==> config.mk <==
export PLATFORM = sky130hd
export DESIGN_NAME = qfma_ctrl
export DESIGN_NICKNAME = d
export VERILOG_FILES = /design/src/rtl/core/qfma_pkg.sv /design/src/rtl/core/qfma_ctrl.sv
export SDC_FILE = /design/constraint.sdc
export NUM_CORES = 1
export LEC_CHECK = 0
export ABC_AREA = 1
export BUFFER_PORTS_ARGS = -buffer_cell sky130_fd_sc_hd__buf_2
export CORE_ASPECT_RATIO = 1.25
export CORE_MARGIN = 5
export CORE_UTILIZATION = 50
export CTS_BUF_LIST = sky130_fd_sc_hd__clkbuf_16
export DETAILED_ROUTE_END_ITERATION = 10
export PLACE_DENSITY = 0.73
export SLEW_MARGIN = 25
export SYNTH_ARGS = -nofsm -noshare
export SYNTH_HDL_FRONTEND = slang
export SYNTH_SLANG_ARGS = --single-unit
==> constraint.sdc <==
create_clock -name clock -period 9.63 [get_ports clock]
set_input_delay 1.926 -clock clock [delete_from_list [all_inputs] [get_ports clock]]
set_output_delay 1.926 -clock clock [all_outputs]
set_load 0.005 [all_outputs]
==> src/rtl/core/qfma_pkg.sv <==
`default_nettype none
// ---------------------------------------------------------------------------
// qfma_pkg
// Shared types, tables and arithmetic helpers for the quadratic-fit moment
// accumulator.
// ---------------------------------------------------------------------------
package qfma_pkg;

   // Configuration register indexes
   localparam logic [1:0] CSR_WINDOW_SIZE = 2'd0;
   localparam logic [1:0] CSR_RESOLUTION  = 2'd1;
   localparam logic [1:0] CSR_CONSTRAINED = 2'd2;

   localparam logic [5:0] LAST_INDEX   = 6'd41;
   localparam logic [5:0] OBS_BASE     = 6'd36;
   localparam logic [3:0] LAST_MONO    = 4'd14;
   localparam logic [3:0] LAST_POWER   = 4'd3;
   localparam logic signed [63:0] ONE_Q16 = 64'sd65536;

   // Datapath operations, one per product
   typedef enum logic [2:0] {
      OP_POWX  = 3'd0,
      OP_POWY  = 3'd1,
      OP_MONO  = 3'd2,
      OP_NTERM = 3'd3,
      OP_OTERM = 3'd4
   } op_type;

   // Right shift applied to a product
   typedef enum logic [1:0] {
      SH_15 = 2'd0,
      SH_16 = 2'd1,
      SH_23 = 2'd2
   } shift_type;

   typedef struct packed {
      op_type           op;
      logic [3:0]       idx;
      logic [2:0]       obs_idx;
      logic             start;
      logic             load;
      logic             clear;
      logic [5:0]       emit_idx;
      logic signed [7:0] col_off;
      logic signed [7:0] row_off;
   } cmd_type;

   typedef struct packed {
      logic done;
   } status_type;

   // Exponents of x and y for the fifteen moment sums
   localparam logic [2:0] XEXP [15] = '{3'd4, 3'd2, 3'd3, 3'd3, 3'd2, 3'd2, 3'd0, 3'd1,
                                        3'd1, 3'd0, 3'd0, 3'd1, 3'd1, 3'd0, 3'd0};
   localparam logic [2:0] YEXP [15] = '{3'd0, 3'd2, 3'd1, 3'd0, 3'd1, 3'd0, 3'd4, 3'd3,
                                        3'd2, 3'd3, 3'd2, 3'd1, 3'd0, 3'd1, 3'd0};

   // Matrix element to moment sum
   localparam logic [3:0] MAT_MAP [36] = '{
      4'd0, 4'd1,  4'd2,  4'd3,  4'd4,  4'd5,
      4'd1, 4'd6,  4'd7,  4'd8,  4'd9,  4'd10,
      4'd2, 4'd7,  4'd1,  4'd4,  4'd8,  4'd11,
      4'd3, 4'd8,  4'd4,  4'd5,  4'd11, 4'd12,
      4'd4, 4'd9,  4'd8,  4'd11, 4'd10, 4'd13,
      4'd5, 4'd10, 4'd11, 4'd12, 4'd13, 4'd14};

   // Monomial shared with an observation term
   function automatic logic is_obs(input logic [3:0] i);
      return (i == 4'd5) || (i >= 4'd10);
   endfunction

   function automatic logic [2:0] obs_slot(input logic [3:0] i);
      logic [3:0] d;
      d = i - 4'd9;
      return (i == 4'd5) ? 3'd0 : d[2:0];
   endfunction

   // Signed add with saturation to 64 bits
   function automatic logic signed [63:0] sat_add(input logic signed [63:0] a,
                                                  input logic signed [63:0] b);
      logic signed [64:0] s;
      s = {a[63], a} + {b[63], b};
      if (s[64] != s[63]) begin
         return s[64] ? {1'b1, 63'd0} : {1'b0, {63{1'b1}}};
      end
      return s[63:0];
   endfunction

endpackage
`default_nettype wire

==> src/rtl/core/qfma_ctrl.sv <==
`default_nettype none
// ---------------------------------------------------------------------------
// qfma_ctrl
// Sequencer: cell counters, product schedule and result emission.
// ---------------------------------------------------------------------------
module qfma_ctrl #(
   parameter int MAX_WINDOW = 63
) (
   input  wire                    clock,
   input  wire                    reset,
   input  wire                    req_valid,
   output logic                   req_ready,
   output logic                   rsp_valid,
   input  wire                    rsp_ready,
   output logic [5:0]             rsp_index,
   output logic                   rsp_last,
   input  wire [5:0]              window_size,
   input  wire                    constrained,
   input  qfma_pkg::status_type   status,
   output qfma_pkg::cmd_type      cmd
);
   typedef enum logic [3:0] {
      S_IDLE  = 4'b0001,
      S_START = 4'b0010,
      S_WAIT  = 4'b0100,
      S_EMIT  = 4'b1000
   } state_type;

   state_type        state_ff, state_in;
   qfma_pkg::op_type op_ff, op_in;
   logic [3:0]       idx_ff, idx_in;
   logic [5:0]       k_ff, k_in;
   logic [5:0]       col_ff, col_in, row_ff, row_in;
   logic [5:0]       size, col_nx, row_nx, k_obs;
   logic [4:0]       edge_off;
   logic             load, clear, advance;

   // Clamp the window size and find the centre
   always_comb begin
      if (window_size < 6'd3) begin
         size = 6'd3;
      end else if ({1'b0, window_size} > 7'(MAX_WINDOW)) begin
         size = 6'(MAX_WINDOW);
      end else begin
         size = window_size;
      end
      edge_off = 5'((size - 6'd1) >> 1);
      col_nx   = col_ff + 6'd1;
      row_nx   = row_ff + 6'd1;
      k_obs    = k_ff - qfma_pkg::OBS_BASE;
   end

   // Next state and schedule
   always_comb begin
      state_in = state_ff;
      op_in    = op_ff;
      idx_in   = idx_ff;
      k_in     = k_ff;
      col_in   = col_ff;
      row_in   = row_ff;
      load     = 1'b0;
      clear    = 1'b0;
      advance  = 1'b0;
      case (state_ff)
         S_IDLE: begin
            if (req_valid) begin
               load     = 1'b1;
               op_in    = qfma_pkg::OP_POWX;
               idx_in   = 4'd0;
               state_in = S_START;
            end
         end
         S_START: state_in = S_WAIT;
         S_WAIT: begin
            if (status.done) begin
               state_in = S_START;
               case (op_ff)
                  qfma_pkg::OP_POWX: op_in = qfma_pkg::OP_POWY;
                  qfma_pkg::OP_POWY: begin
                     if (idx_ff < qfma_pkg::LAST_POWER) begin
                        op_in  = qfma_pkg::OP_POWX;
                        idx_in = idx_ff + 4'd1;
                     end else begin
                        op_in  = qfma_pkg::OP_MONO;
                        idx_in = 4'd0;
                     end
                  end
                  qfma_pkg::OP_MONO: op_in = qfma_pkg::OP_NTERM;
                  qfma_pkg::OP_NTERM: begin
                     if (qfma_pkg::is_obs(idx_ff) &&
                         !(idx_ff == qfma_pkg::LAST_MONO && constrained)) begin
                        op_in = qfma_pkg::OP_OTERM;
                     end else begin
                        advance = 1'b1;
                     end
                  end
                  default: advance = 1'b1;
               endcase
               if (advance) begin
                  if (idx_ff < qfma_pkg::LAST_MONO) begin
                     op_in  = qfma_pkg::OP_MONO;
                     idx_in = idx_ff + 4'd1;
                  end else begin
                     // Step the cell counters; end of window starts emission
                     state_in = S_IDLE;
                     col_in   = col_nx;
                     if (col_nx >= size) begin
                        col_in = 6'd0;
                        row_in = row_nx;
                        if (row_nx >= size) begin
                           row_in   = 6'd0;
                           k_in     = 6'd0;
                           state_in = S_EMIT;
                        end
                     end
                  end
               end
            end
         end
         S_EMIT: begin
            if (rsp_ready) begin
               if (k_ff == qfma_pkg::LAST_INDEX) begin
                  clear    = 1'b1;
                  state_in = S_IDLE;
               end else begin
                  k_in = k_ff + 6'd1;
               end
            end
         end
         default: state_in = S_IDLE;
      endcase
   end

   always_ff @(posedge clock) begin
      if (reset) begin
         state_ff <= S_IDLE;
         op_ff    <= qfma_pkg::OP_POWX;
         idx_ff   <= 4'd0;
         k_ff     <= 6'd0;
         col_ff   <= 6'd0;
         row_ff   <= 6'd0;
      end else begin
         state_ff <= state_in;
         op_ff    <= op_in;
         idx_ff   <= idx_in;
         k_ff     <= k_in;
         col_ff   <= col_in;
         row_ff   <= row_in;
      end
   end

   // Commands to the datapath
   always_comb begin
      cmd.op       = op_ff;
      cmd.start    = (state_ff == S_START);
      cmd.load     = load;
      cmd.clear    = clear;
      cmd.emit_idx = k_ff;
      cmd.col_off  = $signed({2'b00, col_ff}) - $signed({3'b000, edge_off});
      cmd.row_off  = $signed({2'b00, row_ff}) - $signed({3'b000, edge_off});
      if (state_ff == S_EMIT) begin
         cmd.idx     = (k_ff < qfma_pkg::OBS_BASE) ? qfma_pkg::MAT_MAP[k_ff] : 4'd0;
         cmd.obs_idx = k_obs[2:0];
      end else begin
         cmd.idx     = idx_ff;
         cmd.obs_idx = qfma_pkg::obs_slot(idx_ff);
      end
   end

   assign req_ready = (state_ff == S_IDLE);
   assign rsp_valid = (state_ff == S_EMIT);
   assign rsp_index = k_ff;
   assign rsp_last  = (k_ff == qfma_pkg::LAST_INDEX);
endmodule
`default_nettype wire

==> run_summary.xml <==
<?xml version="1.0" encoding="UTF-8"?>
<metrics>
  <group name="timing">
    <metric name="rsz0062_at_grt" unit="">false</metric>
    <metric name="finalSetupTns" unit="ns">0</metric>
    <metric name="fin_worst_skew" unit="ns">0.00577</metric>
    <metric name="max_slew_margin" unit="%">50.4</metric>
    <metric name="min_period_over_period" unit="%">65.8</metric>
    <metric name="worst_pin_slew" unit="ns">0.734</metric>
    <metric name="fmax" unit="GHz">0.158</metric>
    <metric name="timing_max_transition_violations_final" unit="">0</metric>
    <metric name="report.final.hold_viol_count" unit="">0</metric>
    <metric name="setup_violations" unit="">0</metric>
    <metric name="finalWorstPathRequiredPeriod" unit="ns">6.34</metric>
  </group>
  <group name="cts">
    <metric name="cts.repair.resized" unit="">0</metric>
    <metric name="cts-buffers-inserted" unit="">5</metric>
    <metric name="htree_num_levels" unit="">2</metric>
    <metric name="cts_tree" unit="">built</metric>
    <metric name="clock_tree.buffer_depth" unit="">2</metric>
    <metric name="clkSlewWorstSetupHoldPaths" unit="ns">0.05</metric>
    <metric name="post-cts-setup-buffers" unit="">0</metric>
    <metric name="clkSinkCount" unit="">29</metric>
    <metric name="cts_hold_repair.buffers" unit="">0</metric>
    <metric name="root_buffer" unit="">sky130_fd_sc_hd__clkbuf_16</metric>
    <metric name="clkLatencyLatePin" unit="ns">0.27</metric>
  </group>
  <group name="logic_synthesis">
    <metric name="async_reset_ff_share" unit="%">0</metric>
    <metric name="number_of_distinct_library_cells_after_synthesis" unit="">45</metric>
    <metric name="synth_edf_count" unit="">0</metric>
    <metric name="commonest_register_cell_after_synthesis" unit="">sky130_fd_sc_hd__dfxtp_1</metric>
    <metric name="ys_top_cells_by_count" unit="">sky130_fd_sc_hd__nand2_1, sky130_fd_sc_hd__inv_1, sky130_fd_sc_hd__nor2_1, sky130_fd_sc_hd__a21oi_1, sky130_fd_sc_hd__ha_1</metric>
    <metric name="yosysWarnings" unit="">0</metric>
    <metric name="synth.ff_latch_count" unit="">29</metric>
    <metric name="synth_top_cell_by_area" unit="">sky130_fd_sc_hd__dfxtp_1</metric>
    <metric name="synth.avg_cell_area" unit="um2">6.67</metric>
    <metric name="synthMostInstantiatedCell" unit="">sky130_fd_sc_hd__nand2_1</metric>
    <metric name="largest_cells_by_area_after_synthesis" unit="">sky130_fd_sc_hd__dfxtp_1, sky130_fd_sc_hd__ha_1, sky130_fd_sc_hd__nand2_1</metric>
    <metric name="ys_seq_area_share" unit="%">19.2</metric>
    <metric name="synth_fp_nets" unit="">499</metric>
    <metric name="synth_largest_type_area_fraction" unit="%">19.2</metric>
    <metric name="synthesis.area" unit="um2">3020</metric>
    <metric name="syn_inst" unit="">453</metric>
  </group>
  <group name="setup_path">
    <metric name="startpoint_type" unit="">primary input</metric>
    <metric name="worst_setup_path_end_kind" unit="">primary output</metric>
    <metric name="required" unit="ns">7.70</metric>
    <metric name="critPathKind" unit="">primary input to primary output</metric>
    <metric name="worstPathArrival" unit="ns">4.41</metric>
    <metric name="peak_fanout_along_the_critical_path" unit="">4</metric>
  </group>
  <group name="layout">
    <metric name="layout_cell_share_with_drive_strength_beyond_1" unit="%">17.2</metric>
    <metric name="seqCellArea" unit="um2">581</metric>
    <metric name="antenna_cells_inserted" unit="">0</metric>
    <metric name="area_used_by_multi_input_combinational_logic" unit="um2">2060</metric>
    <metric name="num-fill-cells" unit="">588</metric>
    <metric name="layout.cells.non_filler" unit="">567</metric>
    <metric name="final_area" unit="um2">3420</metric>
    <metric name="num-nets-final" unit="">546</metric>
    <metric name="layout-area-overhead-vs-synth" unit="%">13.2</metric>
  </group>
  <group name="floorplan">
    <metric name="die_y" unit="um">96.9</metric>
    <metric name="fp.dieW" unit="um">79.5</metric>
    <metric name="dieArea" unit="um2">7700</metric>
    <metric name="initial_utilization" unit="%">51.9</metric>
    <metric name="core_region_area" unit="um2">5820</metric>
    <metric name="rows" unit="">31</metric>
    <metric name="num_io_pins" unit="">56</metric>
  </group>
  <group name="placed_design">
    <metric name="post-place-cells" unit="">559</metric>
    <metric name="io_buffer_count" unit="">55</metric>
    <metric name="dpl_cell_area" unit="um2">3280</metric>
    <metric name="finalWeightedCongestion" unit="">0.906</metric>
    <metric name="hpwl_after_detailed_placement" unit="um">5950</metric>
  </group>
  <group name="hold_path">
    <metric name="worstHoldPathType" unit="">register to register</metric>
  </group>
  <group name="job">
    <metric name="max_cap_violations" unit="">0</metric>
  </group>
  <group name="outcome">
    <metric name="run_status" unit="">complete, no violations</metric>
  </group>
  <group name="power">
    <metric name="power" unit="W">0.000397</metric>
    <metric name="cellLeakagePower" unit="nW">1.73</metric>
    <metric name="worst_ir_drop_vdd" unit="V">0.0000704</metric>
    <metric name="power.density_cell_area" unit="nW/um2">116</metric>
  </group>
  <group name="route">
    <metric name="drt_first_pass_iters" unit="">5</metric>
    <metric name="wl_per_cell" unit="um">13.3</metric>
    <metric name="via_per_inst" unit="">5.41</metric>
    <metric name="drt_wl_total" unit="um">7570</metric>
    <metric name="detail_route.iter0.violations" unit="">92</metric>
    <metric name="ant_nets" unit="">0</metric>
    <metric name="routed-via-count" unit="">3069</metric>
    <metric name="remaining_drc_errors" unit="">0</metric>
  </group>
  <group name="global_routing">
    <metric name="initial_antenna_violation_count" unit="">0</metric>
    <metric name="global_route_wire_length_before_repair" unit="um">12700</metric>
    <metric name="first_global_vias" unit="">3007</metric>
    <metric name="groute.usage.overall" unit="%">19.7</metric>
    <metric name="grt_start_max_net_pins" unit="">23</metric>
    <metric name="overflow" unit="">0</metric>
  </group>
</metrics>
## metal layers
layer  share of wire, %  up-vias  track usage [%]  wire (um)
met3                4.1       15             2.60        313
met4                1.6        0             6.08        121
met5                  0        -                0          0
met2                 53       81             38.2       4030
met1                 41     1398             21.2       3110
li1                   -     1575                -          -
## critical path, cell delays in order
cell and delay (ns):
sky130_fd_sc_hd__buf_2 0.11, sky130_fd_sc_hd__inv_1 0.12, sky130_fd_sc_hd__nand2_1 0.09, sky130_fd_sc_hd__nor3_1 0.23, sky130_fd_sc_hd__nor2_1 0.16, sky130_fd_sc_hd__ha_1 0.26
sky130_fd_sc_hd__xnor2_1 0.40, sky130_fd_sc_hd__inv_1 0.12, sky130_fd_sc_hd__fa_1 0.44, sky130_fd_sc_hd__nor2_1 0.13, sky130_fd_sc_hd__a211oi_1 0.07, sky130_fd_sc_hd__o21ai_0 0.17
sky130_fd_sc_hd__nor2_1 0.07, sky130_fd_sc_hd__buf_2 0.12
## per-stage QoR
| step | hold slack [ns] | worst slack (ns) | utilization (%) |
|---|---|---|---|
| after floorplan | 0.469 | 3.70 | - |
| after global placement | 0.480 | 3.47 | 56.4 |
| after detailed placement | 0.491 | 3.32 | 56.4 |
| after CTS | 0.498 | 3.32 | 58.8 |
| after global routing | 0.517 | 3.08 | 58.8 |
| final | 0.497 | 3.29 | 58.8 |
## flip-flops by register name, indices dropped and copies added (netlist names)
signal,cells
idx_ff,4
state_ff,4
row_ff,6
rsp_index,6
col_ff,6
op_ff,3
## worst paths after layout
| path | start | endpoint | cells past startpoint | slack, ns |
|---|---|---|---|---|
| worst max-delay path | window_size[3] | cmd[6] | 14 | 3.29 |
| worst min-delay path | col_ff[5] | col_ff[5] | 2 | 0.50 |
| worst max register to register | col_ff[2] | row_ff[0] | 12 | 7.44 |
| worst min register to register | col_ff[5] | col_ff[5] | 2 | 0.50 |
## final cells by class
class                      instances  area share (%)
sequential                        29            17.0
tap                               66            2.42
inverter                          75            8.24
clock inverter                     3           0.403
timing repair buffer              55            8.05
multi-input combinational        334            60.2
clock buffer                       5            3.66
## logic make-up after synthesis
kind of cell | synth area share (%)
adder cells (fa/ha/maj) | 14.6
AO/OA/AOI/OAI | 16.7
XOR/XNOR | 6.38
flip-flops | 19.2
buffers and inverters | 12.6
AND/OR/NAND/NOR | 30.6
## report_power, final
part | total [W] | switching [W] | internal [W]
combinational | 0.000114 | 0.0000698 | 0.0000444
clock | 0.000147 | 0.0000533 | 0.0000936
sequential | 0.000136 | 0.00000900 | 0.000127
total | 0.000397 | 0.000132 | 0.000265
## cell usage in the layout (no fill, tap or decap), drive strengths merged, types with 3 or more instances in the layout
cell,instances
a21oi,34
buf,55
clkbuf,5
clkinv,3
dfxtp,29
ha,32
inv,75
nand2,82
nand3,26
nand4,9
nor2,58
nor3,12
o211ai,6
o21ai,32
xor2,20
Note: power is estimated with default switching activity, not from simulation.
